**src/rtl/bcmc_pkg.sv**
```systemverilog
// Shared types, constants and helpers for the balance cascade motor controller.
`timescale 1ns / 1ps

package bcmc_pkg;

	// Configuration port
	localparam int CFG_IDX_W  = 3;
	localparam int CFG_DATA_W = 16;

	localparam logic [CFG_IDX_W-1:0] REG_UPRIGHT_GAIN_P   = 3'd0;
	localparam logic [CFG_IDX_W-1:0] REG_UPRIGHT_GAIN_D   = 3'd1;
	localparam logic [CFG_IDX_W-1:0] REG_BALANCE_ANGLE    = 3'd2;
	localparam logic [CFG_IDX_W-1:0] REG_SPEED_GAIN_P     = 3'd3;
	localparam logic [CFG_IDX_W-1:0] REG_SPEED_GAIN_I     = 3'd4;
	localparam logic [CFG_IDX_W-1:0] REG_STEER_GAIN       = 3'd5;
	localparam logic [CFG_IDX_W-1:0] REG_DEAD_BAND_OFFSET = 3'd6;
	localparam logic [CFG_IDX_W-1:0] REG_RUN_ENABLE       = 3'd7;

	// Drive commands
	localparam logic [2:0] CMD_FORWARD = 3'd1;
	localparam logic [2:0] CMD_BACK    = 3'd2;
	localparam logic [2:0] CMD_LEFT    = 3'd3;
	localparam logic [2:0] CMD_RIGHT   = 3'd4;

	// Shared multiplier and accumulator widths
	localparam int MUL_A_W = 32;
	localparam int MUL_B_W = 18;
	localparam int ACC_W   = MUL_A_W + MUL_B_W;

	// Fixed coefficients
	localparam logic signed [16:0] RATE_X_BIAS   = 17'sd62;
	localparam logic signed [MUL_B_W-1:0] SF_NEW_COEF  = 18'sd77;   // 0.3 in Q8
	localparam logic signed [MUL_B_W-1:0] SF_OLD_COEF  = 18'sd179;  // 0.7 in Q8
	localparam logic signed [MUL_B_W-1:0] RATE_Z_GAIN  = 18'sd7;
	localparam logic signed [19:0] MOVE_OFFSET   = 20'sd200;
	localparam logic signed [8:0]  STEER_STEP    = 9'sd70;
	localparam logic signed [8:0]  STEER_LIMIT   = 9'sd100;
	// Integer roll beyond 50 degrees: |roll| >= 51 * 256 in Q8.8
	localparam logic signed [16:0] TILT_LIMIT    = 17'sd13056;

	typedef enum logic [3:0] {
		ST_IDLE,
		ST_UP_P,
		ST_UP_D,
		ST_SF_A,
		ST_SF_B,
		ST_SF_SUM,
		ST_SF_DIV,
		ST_INTEG,
		ST_SPD_I,
		ST_SPD_SUM,
		ST_SPD_DIV,
		ST_MIX
	} state_t;

	typedef enum logic [3:0] {
		MUL_NONE,
		MUL_UP_P,
		MUL_UP_D,
		MUL_SF_IN,
		MUL_SF_FB,
		MUL_STEER,
		MUL_RATE_Z,
		MUL_SPD_P,
		MUL_SPD_I
	} mul_sel_t;

	typedef enum logic [2:0] {
		ACC_HOLD,
		ACC_LOAD,
		ACC_ADD_SH4,
		ACC_LOAD_SH8,
		ACC_ADD,
		ACC_LOAD_NEG,
		ACC_ADD_DIV
	} acc_op_t;

	typedef struct packed {
		logic     in_ready;
		mul_sel_t mul_sel;
		acc_op_t  acc_op;
		logic     ld_target;
		logic     ld_upright;
		logic     ld_sf;
		logic     ld_turn;
		logic     ld_integral;
		logic     ld_speed;
		logic     ld_result;
	} ctrl_t;

	// Divide by 256, rounding toward zero
	function automatic logic signed [ACC_W-1:0] div256(input logic signed [ACC_W-1:0] x);
		logic signed [ACC_W-1:0] bias;
		bias = x[ACC_W-1] ? ACC_W'(255) : '0;
		return (x + bias) >>> 8;
	endfunction

endpackage

```
**src/rtl/bcmc_mul.sv**
```systemverilog
// Shared signed multiplier with registered product.
`timescale 1ns / 1ps

module bcmc_mul (
	input  logic                                  clk,
	input  logic signed [bcmc_pkg::MUL_A_W-1:0]   a_op,
	input  logic signed [bcmc_pkg::MUL_B_W-1:0]   b_op,
	output logic signed [bcmc_pkg::ACC_W-1:0]     prod_q
);
	import bcmc_pkg::*;

	logic signed [ACC_W-1:0] full;

	assign full = a_op * b_op;

	always_ff @(posedge clk) begin
		prod_q <= full;
	end
endmodule

```
**config.mk**
```make
export PLATFORM = sky130hd
export DESIGN_NAME = bcmc_mul
export DESIGN_NICKNAME = d
export VERILOG_FILES = /design/src/rtl/bcmc_pkg.sv /design/src/rtl/bcmc_mul.sv
export SDC_FILE = /design/constraint.sdc
export NUM_CORES = 2
export LEC_CHECK = 0
export BUFFER_PORTS_ARGS = -buffer_cell sky130_fd_sc_hd__buf_2
export CAP_MARGIN = 15
export CORE_ASPECT_RATIO = 0.8
export CORE_UTILIZATION = 45
export DETAILED_ROUTE_END_ITERATION = 6
export GPL_TIMING_DRIVEN = 0
export PLACE_DENSITY_LB_ADDON = 0.2
export SLEW_MARGIN = 25
export SYNTH_ARGS = -nofsm -noshare
export SYNTH_HDL_FRONTEND = slang
export SYNTH_SLANG_ARGS = --single-unit
export TNS_END_PERCENT = 1
```
**constraint.sdc**
```tcl
create_clock -name clk -period 5.96 [get_ports clk]
set_clock_uncertainty 0.1 [all_clocks]
set_input_delay 0.298 -clock clk [delete_from_list [all_inputs] [get_ports clk]]
set_output_delay 0.298 -clock clk [all_outputs]
set_load 0.03 [all_outputs]
```
# ---- After elaboration in Yosys (flattened, before gate mapping)
# Index checks and enable logic that the tools add are counted.
dict set report classes {
  mul 1
}
# cell count
set op_table {}
lappend op_table {{multiplier 32 x 18 -> 50 bit} 1}
dict set report word_totals {
  ff_bits 50
  in_bits 51
  output_inout_bits 50
  wordCells 2
}

# ---- Depth between registers and ports, before layout
dict set report depth {
  word_depth 1
  mapped_depth 25
  mapped_depth_nobuf 24
}

# ---- Least setup slack after synthesis
# OpenSTA, ideal clock, no wires.
dict set report synth_path {
  path_kind {in2reg}
  start {input port a_op[19] (netlist name)}
  end {register prod_q[41] (netlist name)}
  setup_time_ns 0.123
  arrival_time_ns 5.968
  required_ns 5.737
  path_slack_ns -0.231
  stages 21
  n_path_buf 2
  cell_sequence {clkbuf_1 clkbuf_1 nand2_1 fa_1 fa_1 fa_1 inv_1 fa_1 fa_1 inv_1 fa_1 inv_1 ha_1 a2111oi_4 o21ai_2 a31oi_2 nor2_1 or3b_4 a311o_1 a211oi_1 nor2_1}
}
dict set report synth_between {
  elab_chain_len 1
}
# item line
set synth_lines {}
lappend synth_lines {{from (decl)} bcmc_mul.sv:6} ;# input logic signed [bcmc_pkg::MUL_A_W-1:0] a_op,
lappend synth_lines {{multiplier 32 x 18 -> 50 bit} bcmc_mul.sv:14} ;# assign full = a_op * b_op;
lappend synth_lines {{via full[41]} bcmc_mul.sv:12} ;# logic signed [ACC_W-1:0] full;
lappend synth_lines {{to (signal assigned)} bcmc_mul.sv:17} ;# prod_q <= full;
lappend synth_lines {{to (decl)} bcmc_mul.sv:8} ;# output logic signed [bcmc_pkg::ACC_W-1:0] prod_q
# The timed path passes the listed nets, and every way through them passes these cells.

# ---- Worst setup path in the final report
dict set report layout_path {
  start {input port b_op[7] (netlist name)}
  end {register prod_q[38] (netlist name)}
}
dict set report layout_between {
  elab_chain_len 1
}
# item line
set layout_lines {}
lappend layout_lines {{from (decl)} bcmc_mul.sv:7} ;# input logic signed [bcmc_pkg::MUL_B_W-1:0] b_op,
lappend layout_lines {{multiplier 32 x 18 -> 50 bit} bcmc_mul.sv:14}
lappend layout_lines {{via full[38]} bcmc_mul.sv:12}
# The timed path passes the listed nets, and every way through them passes these cells.

==> results.py <==
metrics = {
    "clock_tree": {
        "cts_buffers": 5,
        "cts_tree": "done",
        "hold_buffers": 0,
        "path_clk_slew_ps": 80,
        "htree_levels": 2,
        "clockBufferDepth": 2,
        "cts-root-buf": "clkbuf_16",
        "clock_sinks": 50,
    },
    "timing": {
        "slew_viol_final": 0,
        "hold_ws_ps": 272.8,
        "hold_viol": 0,
        "fin_ws_ps": -78.95,
        "fin_crit_ps": 6039,
        "timing.final.crit_share_pct": 101.3,
        "max_slew_margin_pct": 61.25,
        "worstMarginPinSlew_ps": 580.2,
        "rsz0062_at_grt": "true",
        "fmax_mhz": 165.6,
        "finalSetupViolations": 8,
    },
    "finish": {
        "seqCellArea_sq_um": 1001,
        "syn2layout_area_growth_pct": 15.65,
        "final_area_sq_um": 24090,
        "utilization_pct": 52.69,
        "top_regs": "prod_q (50)",
        "nNetsFinal": 3138,
        "largest_reg_flops": 50,
        "largest_register": "prod_q",
        "multiInputGateArea_sq_um": 17690,
        "drive_above_1_share_pct": 13.05,
        "n_fill_cell": 4265,
    },
    "synth": {
        "synthesis.nets": 3021,
        "syn_area_sq_um": 20830,
        "synth_area_leaders": "fa_1, inv_1, ha_1",
        "synth_edf_count": 0,
        "yosysTopAreaCell": "fa_1",
        "async_reset_ff_share_pct": 0,
        "postSynthAreaPerCell_sq_um": 9.072,
        "ys_types": 56,
        "netlist.area_leader.share_pct": 53.15,
        "synth_cells": 2296,
        "synth_seq_cells": 50,
        "synth_flop_cell": "dfxtp_1",
        "synth_seq_area_share_pct": 4.805,
        "yosysWarningCount": 0,
    },
    "floorplan": {
        "design.core.area_sq_um": 45720,
        "fp.dieW_microns": 242.5,
        "fp.dieH_microns": 194.4,
        "start_util_pct": 45.56,
        "placementRows": 70,
        "ios": 101,
        "dieArea_sq_um": 47160,
    },
    "outcome": {
        "violations": "setup timing",
        "status": "complete, but fails checks",
    },
    "critical_path": {
        "worstPathRequired_ps": 6110,
        "path_class": "input pin to flop",
        "endpoint_kind": "flop",
        "startpoint_type": "input pin",
        "arrival_ps": 6190,
        "crit_start": "b_op[7]",
        "path_max_fanout": 10,
    },
    "worst_hold_path": {
        "hp-start": "a_op[0]",
        "min_delay_path_depth": 2,
        "worstHoldEndpoint": "prod_q[0]",
        "hold_class": "input pin to flop",
    },
    "drt": {
        "drtIter0Drc": 1092,
        "vias_per_cell": 5.125,
        "route.vias.total": 15520,
        "final_antenna_net_count": 0,
        "routedWlPerCell_microns": 20.97,
        "remaining_drc_errors": 0,
        "routed_wl_microns": 63520,
        "first_pass_iters": 5,
    },
    "placed_design": {
        "numPortBuffers": 87,
        "dp_hpwl_microns": 52950,
        "place_area_sq_um": 22060,
        "place_congestion": 0.9315,
        "pre_cts_ws_ps": -2012,
    },
    "global_route": {
        "gr-usage-all-layers_pct": 28.69,
        "overflow": 0,
        "antenna_found_initial": 5,
        "grt_pass1_wl_microns": 100600,
        "first_global_vias": 16870,
        "grt_max_degree": 16,
    },
    "job": {
        "maxCapViolCount": 0,
    },
}
==> worst max-delay path by stage <==
stage                       to  cells after the start
floorplan           prod_q[38]                     21
global placement    prod_q[49]                     22
detailed placement  prod_q[49]                     20
CTS                 prod_q[49]                     23
global route        prod_q[38]                     25
finish              prod_q[38]                     25
==> routing by layer <==
| layer | routed length (microns) | part of all wire, % | GRT usage (%) |
|---|---|---|---|
| met5 | 0 | 0 | 0 |
| met4 | 2804 | 4.4 | 10.83 |
| met3 | 5119 | 8.1 | 4.419 |
| met2 | 28750 | 45 | 45.03 |
| met1 | 26850 | 42 | 40.17 |
==> cells in the final DEF, fill, tap and decap left out, types with 10 or more instances in the layout <==
cell       netlist  layout
a21o_1          16      16
a21oi_1         45      33
a21oi_2          1      10
and2_1         231     230
buf_2            1      62
buf_4            0      45
buf_6            0      11
buf_8            0      14
clkbuf_16        0      24
clkbuf_4         0      23
clkbuf_8         0      28
dfxtp_1         50      50
fa_1           553     541
fa_2             0      12
ha_1           121      98
ha_4             0      17
inv_1          623     620
nand2_1        340     337
nand2b_1        14      14
nor2_1          44      40
o21ai_0         16      12
xnor2_1         35      35
xor2_1          15      15
==> Yosys cell counts (3+ instances only) <==
cell and instances:
a211oi_1 4, a21o_1 16, a21oi_1 45, a31oi_1 9
and2_1 231, and3_1 3, clkbuf_1 99, dfxtp_1 50
fa_1 553, ha_1 121, inv_1 623, nand2_1 340
nand2b_1 14, nand3_1 4, nand4_1 4, nor2_1 44
nor2b_1 3, nor3_1 6, o211ai_1 6, o21a_1 7
o21ai_0 16, o21ai_1 7, o21bai_1 6, xnor2_1 35
xor2_1 15
==> cells by family after synthesis <==
family | Yosys count | synth area share (%)
fa+ha+maj | 674 | 60.42
simple gates | 656 | 15.09
flops | 50 | 4.805
xor+xnor | 50 | 2.102
buf+inv | 726 | 13.09
compound gates | 139 | 4.445
mux | 1 | 0.04806
==> critical path, cell delays in order <==
cell,delay (ps)
buf_4,160
clkbuf_16,190
and2_1,180
fa_1,500
inv_1,60
fa_1,500
fa_1,510
inv_1,50
fa_1,450
fa_1,510
inv_1,60
fa_1,490
inv_1,70
ha_4,250
and3_1,160
o311a_1,130
a21oi_4,280
a211oi_4,100
buf_6,150
o21ai_4,140
buf_12,140
a31oi_4,90
o21ai_2,170
or4b_1,440
o311ai_1,100
==> final cells by class <==
cell class | count | area share (%)
multi-input cells | 1520 | 73.43
inverters | 624 | 9.785
plain buffers | 99 | 5.698
flip-flops and latches | 50 | 4.155
well taps | 612 | 3.179
repair buffers | 113 | 3.090
clock buffers | 6 | 0.5765
clock inverters | 2 | 0.05194
diodes | 3 | 0.03116
==> stage by stage <==
stage               TNS, ps  instances
floorplan            -25.30       2296
global placement     -36780       2995
detailed placement   -37310       2995
CTS                  -904.0       3010
global route          -2775       3027
finish               -376.2       3029
==> what timing repair did <==
| action | in CTS | in global routing |
|---|---|---|
| pin swaps | 21 | 31 |
| hold endpoints to repair | 0 | 0 |
| endpoints found under the setup margin | 30 | 18 |
| setup buffers | 10 | 16 |
| resized for setup | 340 | 96 |
Power is not shown: default switching activity piles up to over one toggle a cycle in this logic, so the estimate is an artifact.
