<file path="config.mk">
export PLATFORM = sky130hd
export DESIGN_NAME = bcmc_ctrl
export DESIGN_NICKNAME = d
export VERILOG_FILES = /design/src/rtl/bcmc_pkg.sv /design/src/rtl/bcmc_ctrl.sv
export SDC_FILE = /design/constraint.sdc
export NUM_CORES = 1
export LEC_CHECK = 0
export BUFFER_PORTS_ARGS = -buffer_cell sky130_fd_sc_hd__buf_2
export CAP_MARGIN = 10
export CELL_PAD_IN_SITES_DETAIL_PLACEMENT = 1
export CELL_PAD_IN_SITES_GLOBAL_PLACEMENT = 1
export CORE_AREA = 5 5 42 44
export DETAILED_ROUTE_END_ITERATION = 7
export DIE_AREA = 0 0 47 49
export HOLD_SLACK_MARGIN = 0.03
export PLACE_DENSITY_LB_ADDON = 0.1
export SYNTH_ARGS = -nofsm -noshare
export SYNTH_HDL_FRONTEND = slang
export SYNTH_SLANG_ARGS = --single-unit
</file>
<file path="constraint.sdc">
create_clock -name clk -period 3.3 [get_ports clk]
set_input_delay 0.825 -clock clk [delete_from_list [all_inputs] [get_ports clk]]
set_output_delay 0.825 -clock clk [all_outputs]
set_load 0.02 [all_outputs]
</file>
<file path="src/rtl/bcmc_pkg.sv">
// Shared types, constants and helpers for the balance cascade motor controller.
`timescale 1ns / 1ps

package bcmc_pkg;

	// Configuration port
	localparam int CFG_IDX_W  = 3;
	localparam int CFG_DATA_W = 16;

	localparam logic [CFG_IDX_W-1:0] REG_UPRIGHT_GAIN_P   = 3'd0;
	localparam logic [CFG_IDX_W-1:0] REG_UPRIGHT_GAIN_D   = 3'd1;
	localparam logic [CFG_IDX_W-1:0] REG_BALANCE_ANGLE    = 3'd2;
	localparam logic [CFG_IDX_W-1:0] REG_SPEED_GAIN_P     = 3'd3;
	localparam logic [CFG_IDX_W-1:0] REG_SPEED_GAIN_I     = 3'd4;
	localparam logic [CFG_IDX_W-1:0] REG_STEER_GAIN       = 3'd5;
	localparam logic [CFG_IDX_W-1:0] REG_DEAD_BAND_OFFSET = 3'd6;
	localparam logic [CFG_IDX_W-1:0] REG_RUN_ENABLE       = 3'd7;

	// Drive commands
	localparam logic [2:0] CMD_FORWARD = 3'd1;
	localparam logic [2:0] CMD_BACK    = 3'd2;
	localparam logic [2:0] CMD_LEFT    = 3'd3;
	localparam logic [2:0] CMD_RIGHT   = 3'd4;

	// Shared multiplier and accumulator widths
	localparam int MUL_A_W = 32;
	localparam int MUL_B_W = 18;
	localparam int ACC_W   = MUL_A_W + MUL_B_W;

	// Fixed coefficients
	localparam logic signed [16:0] RATE_X_BIAS   = 17'sd62;
	localparam logic signed [MUL_B_W-1:0] SF_NEW_COEF  = 18'sd77;   // 0.3 in Q8
	localparam logic signed [MUL_B_W-1:0] SF_OLD_COEF  = 18'sd179;  // 0.7 in Q8
	localparam logic signed [MUL_B_W-1:0] RATE_Z_GAIN  = 18'sd7;
	localparam logic signed [19:0] MOVE_OFFSET   = 20'sd200;
	localparam logic signed [8:0]  STEER_STEP    = 9'sd70;
	localparam logic signed [8:0]  STEER_LIMIT   = 9'sd100;
	// Integer roll beyond 50 degrees: |roll| >= 51 * 256 in Q8.8
	localparam logic signed [16:0] TILT_LIMIT    = 17'sd13056;

	typedef enum logic [3:0] {
		ST_IDLE,
		ST_UP_P,
		ST_UP_D,
		ST_SF_A,
		ST_SF_B,
		ST_SF_SUM,
		ST_SF_DIV,
		ST_INTEG,
		ST_SPD_I,
		ST_SPD_SUM,
		ST_SPD_DIV,
		ST_MIX
	} state_t;

	typedef enum logic [3:0] {
		MUL_NONE,
		MUL_UP_P,
		MUL_UP_D,
		MUL_SF_IN,
		MUL_SF_FB,
		MUL_STEER,
		MUL_RATE_Z,
		MUL_SPD_P,
		MUL_SPD_I
	} mul_sel_t;

	typedef enum logic [2:0] {
		ACC_HOLD,
		ACC_LOAD,
		ACC_ADD_SH4,
		ACC_LOAD_SH8,
		ACC_ADD,
		ACC_LOAD_NEG,
		ACC_ADD_DIV
	} acc_op_t;

	typedef struct packed {
		logic     in_ready;
		mul_sel_t mul_sel;
		acc_op_t  acc_op;
		logic     ld_target;
		logic     ld_upright;
		logic     ld_sf;
		logic     ld_turn;
		logic     ld_integral;
		logic     ld_speed;
		logic     ld_result;
	} ctrl_t;

	// Divide by 256, rounding toward zero
	function automatic logic signed [ACC_W-1:0] div256(input logic signed [ACC_W-1:0] x);
		logic signed [ACC_W-1:0] bias;
		bias = x[ACC_W-1] ? ACC_W'(255) : '0;
		return (x + bias) >>> 8;
	endfunction

endpackage

</file>
<file path="src/rtl/bcmc_ctrl.sv">
// Sequencer that steps the shared multiplier and accumulator through one tick.
`timescale 1ns / 1ps

module bcmc_ctrl (
	input  logic            clk,
	input  logic            arst_n,
	input  logic            in_valid,
	input  logic            out_busy,
	output bcmc_pkg::ctrl_t ctrl
);
	import bcmc_pkg::*;

	state_t state_q;
	state_t state_d;

	always_ff @(posedge clk or negedge arst_n) begin
		if (!arst_n) begin
			state_q <= ST_IDLE;
		end else begin
			state_q <= state_d;
		end
	end

	always_comb begin
		state_d = state_q;
		case (state_q)
			ST_IDLE:    if (in_valid) state_d = ST_UP_P;
			ST_UP_P:    state_d = ST_UP_D;
			ST_UP_D:    state_d = ST_SF_A;
			ST_SF_A:    state_d = ST_SF_B;
			ST_SF_B:    state_d = ST_SF_SUM;
			ST_SF_SUM:  state_d = ST_SF_DIV;
			ST_SF_DIV:  state_d = ST_INTEG;
			ST_INTEG:   state_d = ST_SPD_I;
			ST_SPD_I:   state_d = ST_SPD_SUM;
			ST_SPD_SUM: state_d = ST_SPD_DIV;
			ST_SPD_DIV: state_d = ST_MIX;
			ST_MIX:     if (!out_busy) state_d = ST_IDLE;
			default:    state_d = ST_IDLE;
		endcase
	end

	// Most steps issue one product and consume the one issued by the step before.
	always_comb begin
		ctrl = '0;
		ctrl.mul_sel = MUL_NONE;
		ctrl.acc_op  = ACC_HOLD;
		case (state_q)
			ST_IDLE: begin
				ctrl.in_ready = 1'b1;
			end
			ST_UP_P: begin
				ctrl.mul_sel   = MUL_UP_P;
				ctrl.ld_target = 1'b1;
			end
			ST_UP_D: begin
				ctrl.mul_sel = MUL_UP_D;
				ctrl.acc_op  = ACC_LOAD;
			end
			ST_SF_A: begin
				ctrl.mul_sel = MUL_SF_IN;
				ctrl.acc_op  = ACC_ADD_SH4;
			end
			ST_SF_B: begin
				ctrl.mul_sel    = MUL_SF_FB;
				ctrl.acc_op     = ACC_LOAD_SH8;
				ctrl.ld_upright = 1'b1;
			end
			ST_SF_SUM: begin
				ctrl.mul_sel = MUL_STEER;
				ctrl.acc_op  = ACC_ADD;
			end
			ST_SF_DIV: begin
				ctrl.mul_sel = MUL_RATE_Z;
				ctrl.acc_op  = ACC_LOAD_NEG;
				ctrl.ld_sf   = 1'b1;
			end
			ST_INTEG: begin
				ctrl.mul_sel     = MUL_SPD_P;
				ctrl.ld_turn     = 1'b1;
				ctrl.ld_integral = 1'b1;
			end
			ST_SPD_I: begin
				ctrl.mul_sel = MUL_SPD_I;
				ctrl.acc_op  = ACC_LOAD;
			end
			ST_SPD_SUM: begin
				ctrl.acc_op = ACC_ADD_DIV;
			end
			ST_SPD_DIV: begin
				ctrl.ld_speed = 1'b1;
			end
			ST_MIX: begin
				ctrl.ld_result = !out_busy;
			end
			default: begin
				ctrl.in_ready = 1'b0;
			end
		endcase
	end
endmodule

</file>
# Word level (Yosys, flattened, before mapping)
# Index checks and enable logic that the tools add are counted.
totals:
  ff_bits: 4
  in_bits: 4
  out_inout_bits: 15
  word_cells: 30
op_classes:
  eq_ne: 13
  mux: 12
  n_reduce_logical: 4
ops:
  columns: ["op", "count"]
  rows:
  - ["4-bit one-hot mux with 12 select lines", 1]
  - ["4-bit one-hot mux with 8 select lines", 1]
  - ["3-bit one-hot mux with 6 select lines", 1]
  - ["4-bit by 3-bit == test with 1-bit output, second input constant", 4]
  - ["4-bit == test, second input constant", 4]
  - ["4-bit by 2-bit == test with 1-bit output, second input constant", 2]
  - ["4-bit two-way mux", 2]
  - ["1-bit two-way mux", 6]
  - ["4-bit by 1-bit == test with 1-bit output, second input constant", 1]
  - ["4-bit zero test", 1]
  - ["2-bit != test, second input constant", 2]
  - ["2-bit two-way mux", 1]
  - ["2-bit AND reduction", 1]
  - ["2-bit OR reduction", 1]
  - ["1-bit zero test", 1]

# Depth between registers and ports, before layout
depth:
  ltp_word: 3
  mapped_depth: 4
  mapped_depth_nobuf: 2

# Least setup slack after synthesis
# OpenSTA, ideal clock, no wires.
synth_path:
  kind: "input to output"
  startpoint: "input out_busy"
  endpoint: "output ctrl[0] (netlist bit)"
  arrival_ns: 1.322
  required_ns: 2.475
  setup_slack_ns: 1.153
  cell_stages: 1
  n_path_buf: 0
  path_cell_list: "nor3_1"
synth_via:
  elab_chain_len: 2
synth_rtl:
  columns: ["element", "line_no", "rtl"]
  rows:
  - ["start, declared", "bcmc_ctrl.sv:8", "input logic out_busy,"]
  - ["1-bit zero test", "bcmc_ctrl.sv:94", "ctrl.ld_result = !out_busy;"]
  - ["1-bit two-way mux", "bcmc_ctrl.sv:48", "case (state_q)"]
  - ["end, declared", "bcmc_ctrl.sv:9", "output bcmc_pkg::ctrl_t ctrl"]
# No other way between the ends.

==> metrics.txt <==
run status=finished clean; Int Pwr=between 0.0002 and 0.0003 W; Post-CTS Resized=0; H-tree depth=1; peak supply drop=0.389 mV; buffers and inverters on the worst path=1; Post-Syn Nets=50; R2R depth=2; CP Depth=3; number of buffers created by CTS=3; Starting Density=0.282; leakage=0.232 nW; sequential-to-total area share from yosys stat=0.253; final critical-path required period=between 2 and 2.5 ns; Detailed Route Iter0 Violations=1; placed inst area=~450 sq um; drt wl/cell=12.7 microns; Sink Count=4; cell area power density=roughly 1200 nW/um^2; Seq pwr share=0.296; Yosys cell types=28; mean post-synth cell area=around 8.6 sq um; RSZ-0062 raised after global routing=false; WP data required=between 2 and 2.5 ns; Tightest Pin Transition=~0.65 ns; die height=49 microns; number of remaining DRC errors=0; setup bufs post-CTS=0; Multi-input gate area=240 sq um; synthesized instance count=46; skew final=0.00131 ns; Total Nets Final=67; hold_buf cts=0; Worst Setup End Kind=output port; mapped cell area=roughly 400 sq um; Setup Viol. Count Final=0; Final GP Congestion=0.647; clk buf depth=2; Crit Path Category=flop to output port; max-slew violation count=0; crit path max fanout=13; Vias per Instance=4.88; Largest Register=state_q; Fmax achieved=between 400 and 500 MHz; CP max stage cell=dfrtp_1; Setup WS post-layout=0.973 ns; crit-path cells=or2b_1 -> o22ai_1 -> buf_2; GRT Util Overall=0.0937; CTS clk-pin slew, worst paths=0.04 ns; TritonCTS clock tree=yes; Comb power frac=0.594; clock share of power=0.110; first-pass GRT wire length=1.60 mm; antenna viol nets, final=0; antenna violations before repair=0; clk_lat worst skew=approximately 0.23 ns; Hold Vio Cnt, Final=0; Post-DP HPWL=691 microns; synthesis-to-layout area growth=20.6%; Die Width=approximately 47 microns; vias in the first global route=345; sw frac=0.530; ys async rst share=1.00; max_cap viols=0; core area=1400 sq um; Largest regs=state_q: 4 flops; largest net degree at the start of global routing=21; Initial DRT Pass Iterations=2; Arr. time, crit path=1.50 ns; flops & latches, synth=4; max reg flops=4; I/O pins=19; IO buf count=18; clk root buf=clkbuf_4; fillers=between 150 and 200; die area=between 2000 and 2500 sq um; slowest stage delay, CP=0.56 ns; pre-CTS worst setup slack=roughly 1.2 ns; Synthesis Warnings=0; Rel. slew slack=0.568; WL final=978 microns; Vias=376; Final Cycle Share=0.705; post-layout util=0.340; R2R setup slack=around 2 ns; grt ovf=0; Rows=14; Diodes inserted=0; Startpoint Class=flop; ys flop type=dfrtp_1; Hold Crit Class=primary input to asynchronous set/reset pin; setup TNS=0 ns; share of layout cells above drive strength 1=0.459; Post-synth EDFFs=0; Crit path max-delay family=flip-flops; post-layout instance area=477 sq um; Storage cell area=100 sq um; Psw=around 0.00029 W
[kinds of logic (layout without fill, tap and decap cells)]
kind of cell,Yosys count,count (layout),share of synthesized area
and+or+nand+nor,24,24,0.396
AOI/OAI and AO/OA,9,9,0.168
buffers and inverters,7,22,0.139
DFF,4,4,0.253
xor gates and xnor gates,2,2,0.0443
[stage by stage]
stage / total power [W] / std cells / hold slack [ns]
floorplan: 0.000434 / 46 / 0.529
global placement: 0.000499 / 74 / 0.631
detailed placement: 0.000499 / 74 / 0.632
CTS: 0.000564 / 77 / 0.376
global route: 0.000604 / 77 / 0.369
finish: 0.000550 / 77 / 0.386
[worst reg2reg max path: stages (launching register included)]
cell      delay [ns]
dfrtp_1         0.75
a21boi_0        0.19
nor4_1          0.28
[placed cells by master (no fill, tap or decap), types with 2 or more instances in the layout]
master	instances
nor4_1	3
dfrtp_1	4
nor2_1	3
nand2b_1	3
xnor2_1	2
nor3_1	5
o22ai_1	2
buf_2	18
clkbuf_4	3
[path summary, 6_finish.rpt]
path | start | end
worst min register to register | state_q[3] | state_q[2]
worst min-delay path | arst_n | state_q[3]
max in group asynchronous | arst_n | state_q[2]
worst max register to register | state_q[1] | state_q[0]
worst max-delay path | state_q[3] | ctrl[9]
min in group clk | state_q[3] | state_q[2]
[Yosys cell counts, types with 2 or more instances]
master	instances	area, sq um
o22ai_1	2	12.5
buf_6	3	33.8
buf_2	2	10.0
xnor2_1	2	17.5
nor4_1	3	18.8
dfrtp_1	4	100
nor2_1	3	11.3
nand2b_1	3	18.8
nor3_1	5	25.0
[power groups by stage]
stage	Clock, W	Sequential, W	Combinational (W)
CTS	0.0000643	0.000165	0.000334
global placement	0	0.000166	0.000333
detailed placement	0	0.000167	0.000333
floorplan	0	0.0000900	0.000344
finish	0.0000606	0.000163	0.000327
global route	0.0000683	0.000175	0.000360
[layout make-up]
type | count | share of cell area
Clock buffer | 3 | 0.0472
Timing Repair Buffer | 18 | 0.189
Sequential cell | 4 | 0.210
Inverter | 1 | 0.00787
Tap cell | 16 | 0.0420
Multi-Input combinational cell | 35 | 0.504
[routing by layer]
| layer | wire [microns] | vias to the layer above | track usage |
|---|---|---|---|
| li1 | - | 192 | - |
| met1 | 490 | 164 | 0.134 |
| met2 | 386 | 17 | 0.111 |
| met3 | 93 | 3 | 0.0406 |
| met4 | 8 | 0 | 0.0553 |
| met5 | 0 | - | 0 |
No activity file was read; power rests on OpenSTA's default activity.
